File: src/hw/rtl/slid_pkg.sv
// ----------------------------------------------------------------------------
// Sorted list insert/delete - package
// Widths, command and status codes, controller states and cell control word.
// ----------------------------------------------------------------------------
`default_nettype none

package slid_pkg;

    localparam int CAPACITY_DEF = 16;
    localparam int VAL_W        = 8;
    localparam int OP_W         = 2;
    localparam int STAT_W       = 2;

    typedef enum logic [OP_W-1:0] {
        OP_INSERT = 2'd0,
        OP_DELETE = 2'd1,
        OP_READ   = 2'd2
    } op_t;

    typedef enum logic [STAT_W-1:0] {
        ST_OK        = 2'd0,
        ST_FULL      = 2'd1,
        ST_NOT_FOUND = 2'd2,
        ST_EMPTY     = 2'd3
    } status_t;

    typedef enum logic [1:0] {
        S_IDLE,
        S_EXEC,
        S_READ
    } state_t;

    typedef struct packed {
        logic cmp;
        logic ins;
        logic del;
        logic rot;
    } ctl_t;

endpackage

`default_nettype wire

File: src/hw/rtl/slid_cell.sv
// ----------------------------------------------------------------------------
// Sorted list insert/delete - list cell
// Holds one entry, compares it with the key, and on insert takes the left neighbor's
// entry or the key, on delete or rotate the right neighbor's entry.
// ----------------------------------------------------------------------------
`default_nettype none

module slid_cell
    import slid_pkg::*;
(
    input  wire logic                    clk,
    input  wire ctl_t                    ctl,
    input  wire logic signed [VAL_W-1:0] key,
    input  wire logic                    occ,
    input  wire logic                    left_ge,
    input  wire logic        [VAL_W-1:0] left_data,
    input  wire logic        [VAL_W-1:0] right_data,
    output logic             [VAL_W-1:0] data,
    output logic                         ge,
    output logic                         hit
);

    logic signed [VAL_W-1:0] data_reg;
    logic signed [VAL_W-1:0] data_next;
    logic                    ge_reg;
    logic                    hit_reg;

    always_comb
    begin
        data_next = data_reg;
        if (ctl.ins)
        begin
            if (left_ge)
                data_next = left_data;
            else if (ge_reg)
                data_next = key;
        end
        else if (ctl.del)
        begin
            if (ge_reg)
                data_next = right_data;
        end
        else if (ctl.rot)
        begin
            data_next = right_data;
        end
    end

    always_ff @(posedge clk)
    begin
        data_reg <= data_next;
        if (ctl.cmp)
        begin
            ge_reg  <= !occ || (data_reg >= key);
            hit_reg <= occ && (data_reg == key);
        end
    end

    assign data = data_reg;
    assign ge   = ge_reg;
    assign hit  = hit_reg;

endmodule

`default_nettype wire

File: src/hw/rtl/sorted_list_insert_delete.sv
// Insert and delete: compare in the accept cycle, then shift in S_EXEC once the output is free.
// Result of insert or delete is registered in S_EXEC once the output register is free.
// Read-out: the row rotates once per cycle through every cell (an empty list answers ST_EMPTY).
// Each read-out result also waits on m_axis_tready before the row advances.
// Reset clears the entry count and the output valid; entry contents stay undefined.
// ----------------------------------------------------------------------------
// Sorted list insert/delete - top level
// Ascending list of signed bytes in a row of cells with insert, delete and
// in-order read-out commands.
// ----------------------------------------------------------------------------
`default_nettype none

module sorted_list_insert_delete
    import slid_pkg::*;
#(
    parameter  int CAPACITY = CAPACITY_DEF,
    localparam int CNT_W    = $clog2(CAPACITY + 1),
    localparam int IDX_W    = $clog2(CAPACITY),
    localparam int OUT_W    = ((STAT_W + VAL_W + CNT_W + 7) / 8) * 8
)
(
    input  wire logic             clk,
    input  wire logic             rst_n,
    input  wire logic             s_axis_tvalid,
    output logic                  s_axis_tready,
    input  wire logic [VAL_W-1:0] s_axis_tdata,   // value
    input  wire logic [OP_W-1:0]  s_axis_tuser,   // op
    output logic                  m_axis_tvalid,
    input  wire logic             m_axis_tready,
    output logic      [OUT_W-1:0] m_axis_tdata,   // status, entry, occupancy
    output logic                  m_axis_tlast    // last
);

    state_t                  state_reg, state_next;
    op_t                     op_reg;
    logic signed [VAL_W-1:0] value_reg;
    logic [CNT_W-1:0]        count_reg, count_next;
    logic [IDX_W-1:0]        idx_reg, idx_next;

    logic                    m_valid_reg, m_valid_next;
    status_t                 m_status_reg, m_status_next;
    logic [VAL_W-1:0]        m_entry_reg, m_entry_next;
    logic                    m_last_reg, m_last_next;
    logic [CNT_W-1:0]        m_occ_reg, m_occ_next;

    ctl_t                    ctl;
    logic signed [VAL_W-1:0] key;
    logic [VAL_W-1:0]        cell_data [CAPACITY];
    logic [CAPACITY-1:0]     ge_vec;
    logic [CAPACITY-1:0]     hit_vec;

    logic accept;
    logic out_free;
    logic full;
    logic empty;
    logic found;
    logic emit;
    logic last_step;
    logic advance;

    assign accept    = s_axis_tvalid && s_axis_tready;
    assign out_free  = !m_valid_reg || m_axis_tready;
    assign full      = (count_reg == CNT_W'(CAPACITY));
    assign empty     = (count_reg == '0);
    assign found     = |hit_vec;
    assign emit      = (CNT_W'(idx_reg) < count_reg);
    assign last_step = (idx_reg == IDX_W'(CAPACITY - 1));
    assign advance   = !emit || out_free;

    genvar i;
    generate
        for (i = 0; i < CAPACITY; i++)
        begin : g_cell
            localparam int LEFT  = (i == 0) ? 0 : i - 1;
            localparam int RIGHT = (i + 1) % CAPACITY;
            localparam logic [CNT_W-1:0] POS = CNT_W'(i);

            slid_cell u_cell (
                .clk        (clk),
                .ctl        (ctl),
                .key        (key),
                .occ        (POS < count_reg),
                .left_ge    ((i == 0) ? 1'b0 : ge_vec[LEFT]),
                .left_data  (cell_data[LEFT]),
                .right_data (cell_data[RIGHT]),
                .data       (cell_data[i]),
                .ge         (ge_vec[i]),
                .hit        (hit_vec[i])
            );
        end
    endgenerate

    always_comb
    begin
        state_next = state_reg;
        case (state_reg)
            S_IDLE:
            begin
                if (accept)
                begin
                    if (s_axis_tuser inside {OP_INSERT, OP_DELETE})
                        state_next = S_EXEC;
                    else if (s_axis_tuser == OP_READ)
                        state_next = empty ? S_EXEC : S_READ;
                end
            end
            S_EXEC:
            begin
                if (out_free)
                    state_next = S_IDLE;
            end
            S_READ:
            begin
                if (advance && last_step)
                    state_next = S_IDLE;
            end
            default:
            begin
                state_next = S_IDLE;
            end
        endcase
    end

    always_comb
    begin
        s_axis_tready = 1'b0;
        ctl           = '0;
        key           = value_reg;
        count_next    = count_reg;
        idx_next      = idx_reg;
        m_valid_next  = m_valid_reg && !m_axis_tready;
        m_status_next = m_status_reg;
        m_entry_next  = m_entry_reg;
        m_last_next   = m_last_reg;
        m_occ_next    = m_occ_reg;
        case (state_reg)
            S_IDLE:
            begin
                s_axis_tready = 1'b1;
                key           = s_axis_tdata;
                idx_next      = '0;
                if (accept)
                    ctl.cmp = 1'b1;
            end
            S_EXEC:
            begin
                if (out_free)
                begin
                    m_valid_next = 1'b1;
                    m_entry_next = '0;
                    m_last_next  = 1'b1;
                    case (op_reg)
                        OP_INSERT:
                        begin
                            if (full)
                                m_status_next = ST_FULL;
                            else
                            begin
                                ctl.ins       = 1'b1;
                                count_next    = count_reg + CNT_W'(1);
                                m_status_next = ST_OK;
                            end
                        end
                        OP_DELETE:
                        begin
                            if (empty)
                                m_status_next = ST_EMPTY;
                            else if (!found)
                                m_status_next = ST_NOT_FOUND;
                            else
                            begin
                                ctl.del       = 1'b1;
                                count_next    = count_reg - CNT_W'(1);
                                m_status_next = ST_OK;
                            end
                        end
                        default:
                        begin
                            m_status_next = ST_EMPTY;
                        end
                    endcase
                    m_occ_next = count_next;
                end
            end
            S_READ:
            begin
                if (advance)
                begin
                    ctl.rot  = 1'b1;
                    idx_next = idx_reg + IDX_W'(1);
                    if (emit)
                    begin
                        m_valid_next  = 1'b1;
                        m_status_next = ST_OK;
                        m_entry_next  = cell_data[0];
                        m_last_next   = (CNT_W'(idx_reg) + CNT_W'(1) == count_reg);
                        m_occ_next    = count_reg;
                    end
                end
            end
            default:
            begin
                s_axis_tready = 1'b0;
            end
        endcase
    end

    always_ff @(posedge clk or negedge rst_n)
    begin
        if (!rst_n)
        begin
            state_reg   <= S_IDLE;
            count_reg   <= '0;
            idx_reg     <= '0;
            m_valid_reg <= 1'b0;
        end
        else
        begin
            state_reg   <= state_next;
            count_reg   <= count_next;
            idx_reg     <= idx_next;
            m_valid_reg <= m_valid_next;
        end
    end

    always_ff @(posedge clk)
    begin
        if (accept)
        begin
            op_reg    <= op_t'(s_axis_tuser);
            value_reg <= s_axis_tdata;
        end
        m_status_reg <= m_status_next;
        m_entry_reg  <= m_entry_next;
        m_last_reg   <= m_last_next;
        m_occ_reg    <= m_occ_next;
    end

    assign m_axis_tvalid = m_valid_reg;
    assign m_axis_tlast  = m_last_reg;
    assign m_axis_tdata  = OUT_W'({m_occ_reg, m_entry_reg, m_status_reg});

endmodule

`default_nettype wire

File: config.mk
export PLATFORM = sky130hd
export DESIGN_NAME = sorted_list_insert_delete
export DESIGN_NICKNAME = d
export VERILOG_FILES = /design/src/hw/rtl/slid_pkg.sv /design/src/hw/rtl/slid_cell.sv /design/src/hw/rtl/sorted_list_insert_delete.sv
export SDC_FILE = /design/constraint.sdc
export NUM_CORES = 1
export LEC_CHECK = 0
export BUFFER_PORTS_ARGS = -buffer_cell sky130_fd_sc_hd__buf_2
export CORE_MARGIN = 1.5
export CORE_UTILIZATION = 40
export CTS_CLUSTER_DIAMETER = 80
export DETAILED_ROUTE_END_ITERATION = 12
export PLACE_DENSITY = 0.64
export SYNTH_ARGS = -nofsm -noshare
export SYNTH_HDL_FRONTEND = slang
export SYNTH_HIERARCHICAL = 1
export SYNTH_SLANG_ARGS = --single-unit
File: constraint.sdc
create_clock -name clk -period 3.3 [get_ports clk]
set_clock_uncertainty 0.1 [all_clocks]
set_input_delay 0.33 -clock clk [delete_from_list [all_inputs] [get_ports clk]]
set_output_delay 0.33 -clock clk [all_outputs]
set_load 0.02 [all_outputs]
After elaboration in Yosys (flattened, before gate mapping)
Cells that the tools add are included.
{"block": "word_totals", "out_inout_bits": 19, "ff_bits": 198, "input_bits": 14, "elab_cells": 387}
{"block": "op_classes", "muxes": 145, "n_lt_le_gt_ge": 33, "add_sub_neg": 4, "n_eq_ne": 62, "n_reduce_logical": 85}
{"cell": "$mux 8", "count": 99}
{"cell": "$eq 8x8->1", "count": 16}
{"cell": "$ge 8x8->1", "count": 16}
{"cell": "$ne 3x1->1 const B", "count": 30}
{"cell": "$reduce_and 3->1", "count": 16}
{"cell": "$lt 4x5->1 const A", "count": 8}
{"cell": "$mux 5", "count": 6}
{"cell": "$mux 2", "count": 13}
{"cell": "$lt 3x5->1 const A", "count": 4}
{"cell": "$pmux 5 s2", "count": 2}
{"cell": "$logic_and 1x1->1", "count": 19}
{"cell": "$logic_not 1->1", "count": 19}
{"cell": "$logic_or 1x1->1", "count": 18}
{"cell": "$mux 1", "count": 17}
{"cell": "$pmux 8 s2", "count": 1}
{"cell": "$reduce_or 16->1", "count": 1}
{"cell": "$lt 1x5->1 const A", "count": 2}
{"cell": "$lt 2x5->1 const A", "count": 2}
{"cell": "$ne 2x2->1 const B", "count": 5}
{"cell": "$pmux 2 s2", "count": 2}
{"cell": "$pmux 4 s2", "count": 1}
{"cell": "$reduce_and 4->1", "count": 2}
{"cell": "$eq 2x1->1 const B", "count": 3}
{"cell": "$logic_not 2->1", "count": 3}
{"cell": "18 further kinds", "count": 24}

Logic depth before layout (Yosys ltp)
Gate-level depths: netlist (run 1).
{"block": "depth", "word_depth": 8, "mapped_depth": 10, "mapped_depth_nobuf": 9}

Cells and area by module
Netlist (run 1), hierarchy kept.
{"mod": "slid_cell", "cells_per_inst": 72, "seq_area_each_um2": 300.3, "area_per_inst_um2": 719.4, "instances": 16}
{"mod": "sorted_list_insert_delete", "cells_per_inst": 233, "seq_area_each_um2": 1081.0, "area_per_inst_um2": 2351.0, "instances": 1}

Least setup slack after synthesis (run 1)
OpenSTA, ideal clock, no wires.
{"block": "synth_timing", "kind": "register -> register", "from": "reg count_reg[1]", "to": "reg g_cell[10].u_cell.data_reg[0] (enable)", "slack_ns": -0.011, "setup_ns": 0.375, "t_required_ns": 2.825, "n_path_buf": 1, "arrival_time_ns": 2.835, "period_less_slack_ns": 3.311, "path_stages_with_launch": 11, "path_cell_list": "dfrtp_1 > clkbuf_1 > inv_1 > ha_1 > nand2b_1 > a211oi_1 > nor3_1 > nor2_1 > nor2b_1 > a211oi_1 > a21oi_1"}
{"element": "from (decl)", "line": "sorted_list_insert_delete.sv:37", "text": "logic [CNT_W-1:0] count_reg, count_next;"}
{"element": "from (signal assigned)", "line": "sorted_list_insert_delete.sv:220", "text": "count_reg <= count_next;"}
{"element": "to (signal assigned)", "line": "slid_cell.sv:51", "text": "data_reg <= data_next;"}
{"element": "to (decl)", "line": "slid_cell.sv:23", "text": "logic signed [VAL_W-1:0] data_reg;"}

Worst setup path in the final report (run 1)
{"block": "layout_timing", "from": "reg state_reg[0]", "to": "reg g_cell[9].u_cell.ge_reg (data pin)"}
{"block": "layout_via", "elab_chain_cells": 4}
{"element": "from (decl)", "line": "sorted_list_insert_delete.sv:34", "text": "state_t state_reg, state_next;"}
{"element": "from (signal assigned)", "line": "sorted_list_insert_delete.sv:219", "text": "state_reg <= state_next;"}
{"element": "$logic_not 2->1", "line": "sorted_list_insert_delete.sv:136", "text": "case (state_reg)"}
{"element": "$mux 8", "line": "sorted_list_insert_delete.sv:136"}
{"element": "net key[7]", "line": "sorted_list_insert_delete.sv:47", "text": "logic signed [VAL_W-1:0] key;"}
{"element": "$ge 8x8->1", "line": "slid_cell.sv:54", "text": "ge_reg <= !occ || (data_reg >= key);"}
{"element": "$logic_or 1x1->1", "line": "slid_cell.sv:54"}
{"element": "to (signal assigned)", "line": "slid_cell.sv:54"}
{"element": "to (decl)", "line": "slid_cell.sv:25", "text": "logic ge_reg;"}
The timed path passes the listed nets, and every way through them passes these cells.
A chain may end at the register's enable or synchronous reset.

==> flow_summary.yaml, run 1 <==
run_status:
  status: "finished, final reports clean"
worst_hold_path:
  worstHoldPathCells: 3
  hp-class: "primary input to flop"
  hp-start: "m_axis_tready"
  holdPathEnd: "m_axis_tvalid"
finish:
  drive_above_1_share_pct: 10.80
  largest_reg_flops: 128
  n_antenna_cell: 0
  syn2layout_area_growth_pct: 9.911
  final_util_pct: 45.10
  finish.net_count: 1567
  fin_cells: 1874
routing:
  first_pass_iters: 5
  drt-total-wl_um: 33990
  drc_errors: 0
  ant_nets: 0
  drt_iter0_markers: 847
  num_vias: 10350
  drt-wirelength-per-cell_um: 18.14
  viasPerCell: 5.524
critical_path:
  r2r_end: "g_cell[9].u_cell/ge"
  cpPeakStageDelay_ns: 0.80
  critPathArrivalTime_ns: 3.19
  critPathKind: "flop to flop"
  worstRegToRegCells: 8
  r2r_slack_ns: 0.20
  slowest_stage: "mux2_2"
  r2r_start: "state_reg[0]"
  crit_family: "multiplexers"
  path_buf_inv: 2
  startpoint_type: "flop"
  critPathMaxFanout: 32
  crit_cells: 8
  cp-end-kind: "flop"
  cp_cell_sequence: "inv_1 -> ha_1 -> mux2_2 -> inv_1 -> ha_1 -> nand4_1 -> o21ai_1 -> o31a_1"
  cp.required_ns: 3.39
clock_tree:
  worst_skew_pair.late_latency_ns: 0.44
  clockBufferDepth: 2
  cts_sinks: 198
  cts_setup_buffers: 0
  cts_tree: "yes"
  h-tree-depth: 4
  clock-root-buffer: "clkbuf_16"
  path_clk_slew_ns: 0.07
  cts_buffers: 17
synthesis:
  synth-seq-cells: 198
  syn_area_mm2: 0.01386
  yosysUniqueCellTypes: 60
  synth_area_leaders: "edfxtp_1, ha_1, mux2i_1"
  synth_top_area_cell: "edfxtp_1"
  synth_edf_count: 186
  ys.flop_type: "edfxtp_1"
  postSynth.asyncResetShare_pct: 6.061
  syn_inst: 1385
  syn_avg_cell_area_um2: 10.01
  ys_seq_area_share_pct: 42.46
  synth_common_cells: "a21oi_1, edfxtp_1, nor2_1"
  synth_most_common_cell: "a21oi_1"
  synth_top_area_share_pct: 40.29
  synth_warnings: 6
placement:
  numPlacedInstances: 1831
  routabilityCongestion: 0.8295
  pre_cts_ws_ns: 0.2478
  portBuffers: 31
  dp_hpwl_um: 24170
sta:
  setup_viol: 0
  rsz0062_at_grt: "true"
  relSlewSlack_pct: 42.63
  worst_slew_pin_slew_ns: 0.8515
  fin_ws_ns: 0.1994
  period_needed_ns: 3.101
  fin_hold_ws_ns: 0.1799
  finalCritPeriodShare_pct: 93.96
  slew_viol_final: 0
  fmax_ghz: 0.3225
  hold_violations: 0
global_routing:
  grt_pass1_vias: 10240
  use_met1_pct: 26.09
  gr-max-usage-layer: "met2"
  grt_max_degree: 99
  grt_overflow_total: 0
  grtUsageMet3_pct: 2.873
  globalRouteMet2Util_pct: 32.64
  grt_usage_pct: 19.41
  grt_pass1_wl_um: 54700
  antenna_found_initial: 0
power_and_ir_drop:
  ir_worst_vdd_mv: 0.5243
  p_leak_nw: 6.739
  power_mw: 14.45
  power_density_mw_per_mm2: 948.4
floorplan:
  initial_core_util_pct: 41.03
  die_h_um: 189.2
  die_area_mm2: 0.03578
  die_x_um: 189.2
  num_rows: 67
  core_mm2: 0.03378
  io_pins: 33
flow_run:
  max-cap-violations: 0
-- layer usage --
layer | vias up | wire, µm | part of all wire (%)
li1 | 5061 | - | -
met1 | 5007 | 15670 | 46
met2 | 248 | 16250 | 48
met3 | 36 | 1522 | 4.5
met4 | 0 | 546 | 1.6
met5 | - | 0 | 0
-- worst max path at each step --
stage,to,slack (ns),from
floorplan,g_cell[0].u_cell/data[0],0.18,count_reg[1]
global placement,g_cell[12].u_cell/ge,0.35,state_reg[0]
detailed placement,g_cell[5].u_cell/ge,0.25,state_reg[0]
CTS,g_cell[5].u_cell/ge,0.24,state_reg[0]
global route,g_cell[10].u_cell/ge,-0.01,state_reg[0]
finish,g_cell[9].u_cell/ge,0.20,state_reg[0]
-- area by class of cell --
cell class / count / area (µm²)
Fill cell: 3128 / 18550
Tap cell: 448 / 560.5
Clock buffer: 18 / 429.2
Inverter: 172 / 645.6
Sequential cell: 198 / 5886
Clock inverter: 14 / 160.2
Multi-Input combinational cell: 955 / 7062
Timing Repair Buffer: 69 / 493.0
-- placed cells by master (no fill, tap or decap), types with 18 or more instances in the layout --
master	netlist	final
buf_2	33	31
mux2i_1	131	131
o211ai_1	18	18
buf_4	17	25
nor2_1	180	179
nand4_1	35	35
nand2_1	20	20
inv_1	172	172
nor3_1	20	20
ha_1	140	140
edfxtp_1	186	186
a21oi_1	201	185
-- per-stage QoR --
stage	TNS [ns]	instance area, µm²
floorplan	0	13930
global placement	0	14540
detailed placement	0	14540
CTS	0	15240
global route	-0.03150	15240
finish	0	15240
-- worst reg2reg max path, cell delays in order, from the launching register on --
cell,delay [ns]
dfrtp_1,0.40
inv_1,0.10
ha_1,0.39
mux2_2,0.80
inv_1,0.13
ha_1,0.35
nand4_1,0.18
o21ai_1,0.10
o31a_1,0.30
-- report_power, final --
| part | internal [mW] | switching (mW) | total [mW] |
|---|---|---|---|
| clock | 1.14 | 1.01 | 2.15 |
| sequential | 4.21 | 1.07 | 5.28 |
| combinational | 2.95 | 4.07 | 7.02 |
-- kinds of logic after synthesis --
group | count (synthesis) | synth area share [%]
xor+xnor | 9 | 0.5686
mux | 140 | 10.19
simple gates | 338 | 12.56
other cells | 1 | 0.02705
fa+ha+maj | 140 | 12.64
buf+inv | 233 | 7.122
flops | 198 | 42.46
compound gates | 326 | 14.43
-- repair_timing --
action	in CTS	in global routing
hold buffers	11	0
gates resized for setup	0	0
endpoints found under the setup margin	0	3
endpoints found under the hold margin	22	0
(Power assumes the default switching activity.)
==> run 2, diff against run 1 <==
--- a/config.mk
+++ b/config.mk
@@ -6,7 +6,7 @@
 export NUM_CORES = 1
 export LEC_CHECK = 0
 export BUFFER_PORTS_ARGS = -buffer_cell sky130_fd_sc_hd__buf_2
-export CORE_MARGIN = 1.5
+export CORE_MARGIN = 2
 export CORE_UTILIZATION = 40
 export CTS_CLUSTER_DIAMETER = 80
 export DETAILED_ROUTE_END_ITERATION = 12
==> run 2 against run 1 <==
Design area is essentially flat. Count of clock-buffer cells in the layout shrank 1. Die area grew 1.1%.
==> flow_summary.yaml, run 2 (synthesis results as in run 1) <==
finish:
  register_area_mm2: 0.005886
  multi_input_area_mm2: 0.007062
  finish.net_count: 1570
  drive_above_1_share_pct: 10.92
  fin_area_mm2: 0.01522
  n_antenna_cell: 0
  layout_commonest_cell: "edfxtp_1"
  largest_reg_flops: 128
  final_util_pct: 44.29
  final_cell_mix: "edfxtp_1, a21oi_1, nor2_1, inv_1, ha_1"
  fin_cells: 1883
  nFillCells: 3255
  syn2layout_area_growth_pct: 9.811
floorplan:
  die_h_um: 190.2
  die_x_um: 190.2
  core_mm2: 0.03437
  io_pins: 33
  initial_core_util_pct: 40.33
  num_rows: 68
  die_area_mm2: 0.03616
critical_path:
  startpoint_type: "flop"
  critPathMaxFanout: 31
  critPathKind: "flop to flop"
  critPathArrivalTime_ns: 3.29
  cp.required_ns: 3.37
  r2r_slack_ns: 0.08
  cp-end-kind: "flop"
clock_tree:
  path_clk_slew_ns: 0.08
  clockBufferDepth: 2
  worst_skew_pair.late_latency_ns: 0.45
  h-tree-depth: 4
  cts_sinks: 198
  clock-root-buffer: "clkbuf_16"
  cts_tree: "yes"
  post_cts_resized: 0
  cts_setup_buffers: 0
  cts_buffers: 17
sta:
  finalCritPeriodShare_pct: 97.56
  final.setup.tns_ns: 0
  fin_hold_ws_ns: 0.1829
  hold_violations: 0
  worst_slew_pin_slew_ns: 0.9018
  period_needed_ns: 3.220
  setup_viol: 0
  slew_viol_final: 0
  relSlewSlack_pct: 39.25
  rsz0062_at_grt: "true"
  fmax_ghz: 0.3106
global_routing:
  grt_overflow_total: 0
  grt_pass1_vias: 10500
  grt_usage_pct: 19.29
  grt_pass1_wl_um: 54900
  antenna_found_initial: 0
  grt_max_degree: 86
placement:
  portBuffers: 31
  place_area_mm2: 0.01457
  numPlacedInstances: 1841
  routabilityCongestion: 0.8098
  dp_hpwl_um: 24530
run_status:
  status: "finished, final reports clean"
power_and_ir_drop:
  power_density_mw_per_mm2: 943.5
  ir_worst_vdd_mv: 0.4792
  p_leak_nw: 6.728
routing:
  num_vias: 10400
  drt_iter0_markers: 775
  ant_nets: 0
  drc_errors: 0
  drt-total-wl_um: 34320
  drt-wirelength-per-cell_um: 18.23
  viasPerCell: 5.523
  first_pass_iters: 5
flow_run:
  max-cap-violations: 0
worst_hold_path:
  hp-class: "primary input to flop"
## run 2: path summary, 6_finish.rpt
path                                from  depth (start not counted)                     to
max                         state_reg[1]                          7  g_cell[11].u_cell/hit
min                        m_axis_tready                          3          m_axis_tvalid
max reg2reg                 state_reg[1]                          7  g_cell[11].u_cell/hit
min reg2reg                 state_reg[0]                          1           state_reg[0]
max in group asynchronous          rst_n                          2           count_reg[1]
min in group asynchronous          rst_n                          2             idx_reg[2]
## run 2: layout make-up
class,instances,area share [%]
Timing Repair Buffer,72,3.386
Inverter,172,4.241
Multi-Input combinational cell,955,46.39
Sequential cell,198,38.67
Tap cell,455,3.740
Clock buffer,17,2.795
Clock inverter,14,0.7809
## run 2: timing repair
| action | 4_1_cts | 5_1_grt |
|---|---|---|
| hold buffers | 11 | 0 |
| setup endpoints to repair | 0 | 1 |
| hold endpoints to repair | 22 | 0 |
## run 2: worst max-delay path, cell delays in order, from the launching register on
cell and delay [ns]:
dfrtp_1 0.39, inv_1 0.10, ha_1 0.39, mux2_2 0.83
inv_1 0.13, ha_1 0.34, nand4_1 0.15, nor3_1 0.49
## run 2: report_power, final
| group | internal, mW | switching, mW |
|---|---|---|
| clock network | 0.984 | 1.02 |
| logic | 2.98 | 4.12 |
| registers | 4.21 | 1.06 |
| total | 8.17 | 6.19 |
## run 2: stage by stage
step | setup slack (ns) | total power [mW]
after floorplan | 0.1775 | 10.32
after detailed placement | 0.1661 | 12.32
after global routing | -0.005824 | 15.48
after global placement | 0.2991 | 12.02
after CTS | 0.1314 | 14.39
final | 0.08038 | 14.36
## run 2: metal layers
| metal | global-route usage [%] | vias up | share of wire (%) |
|---|---|---|---|
| met5 | 0 | - | 0 |
| met1 | 24.88 | 5007 | 44 |
| met4 | 7.245 | 0 | 2.7 |
| met3 | 3.634 | 64 | 5.4 |
| li1 | - | 5059 | - |
| met2 | 32.14 | 270 | 48 |
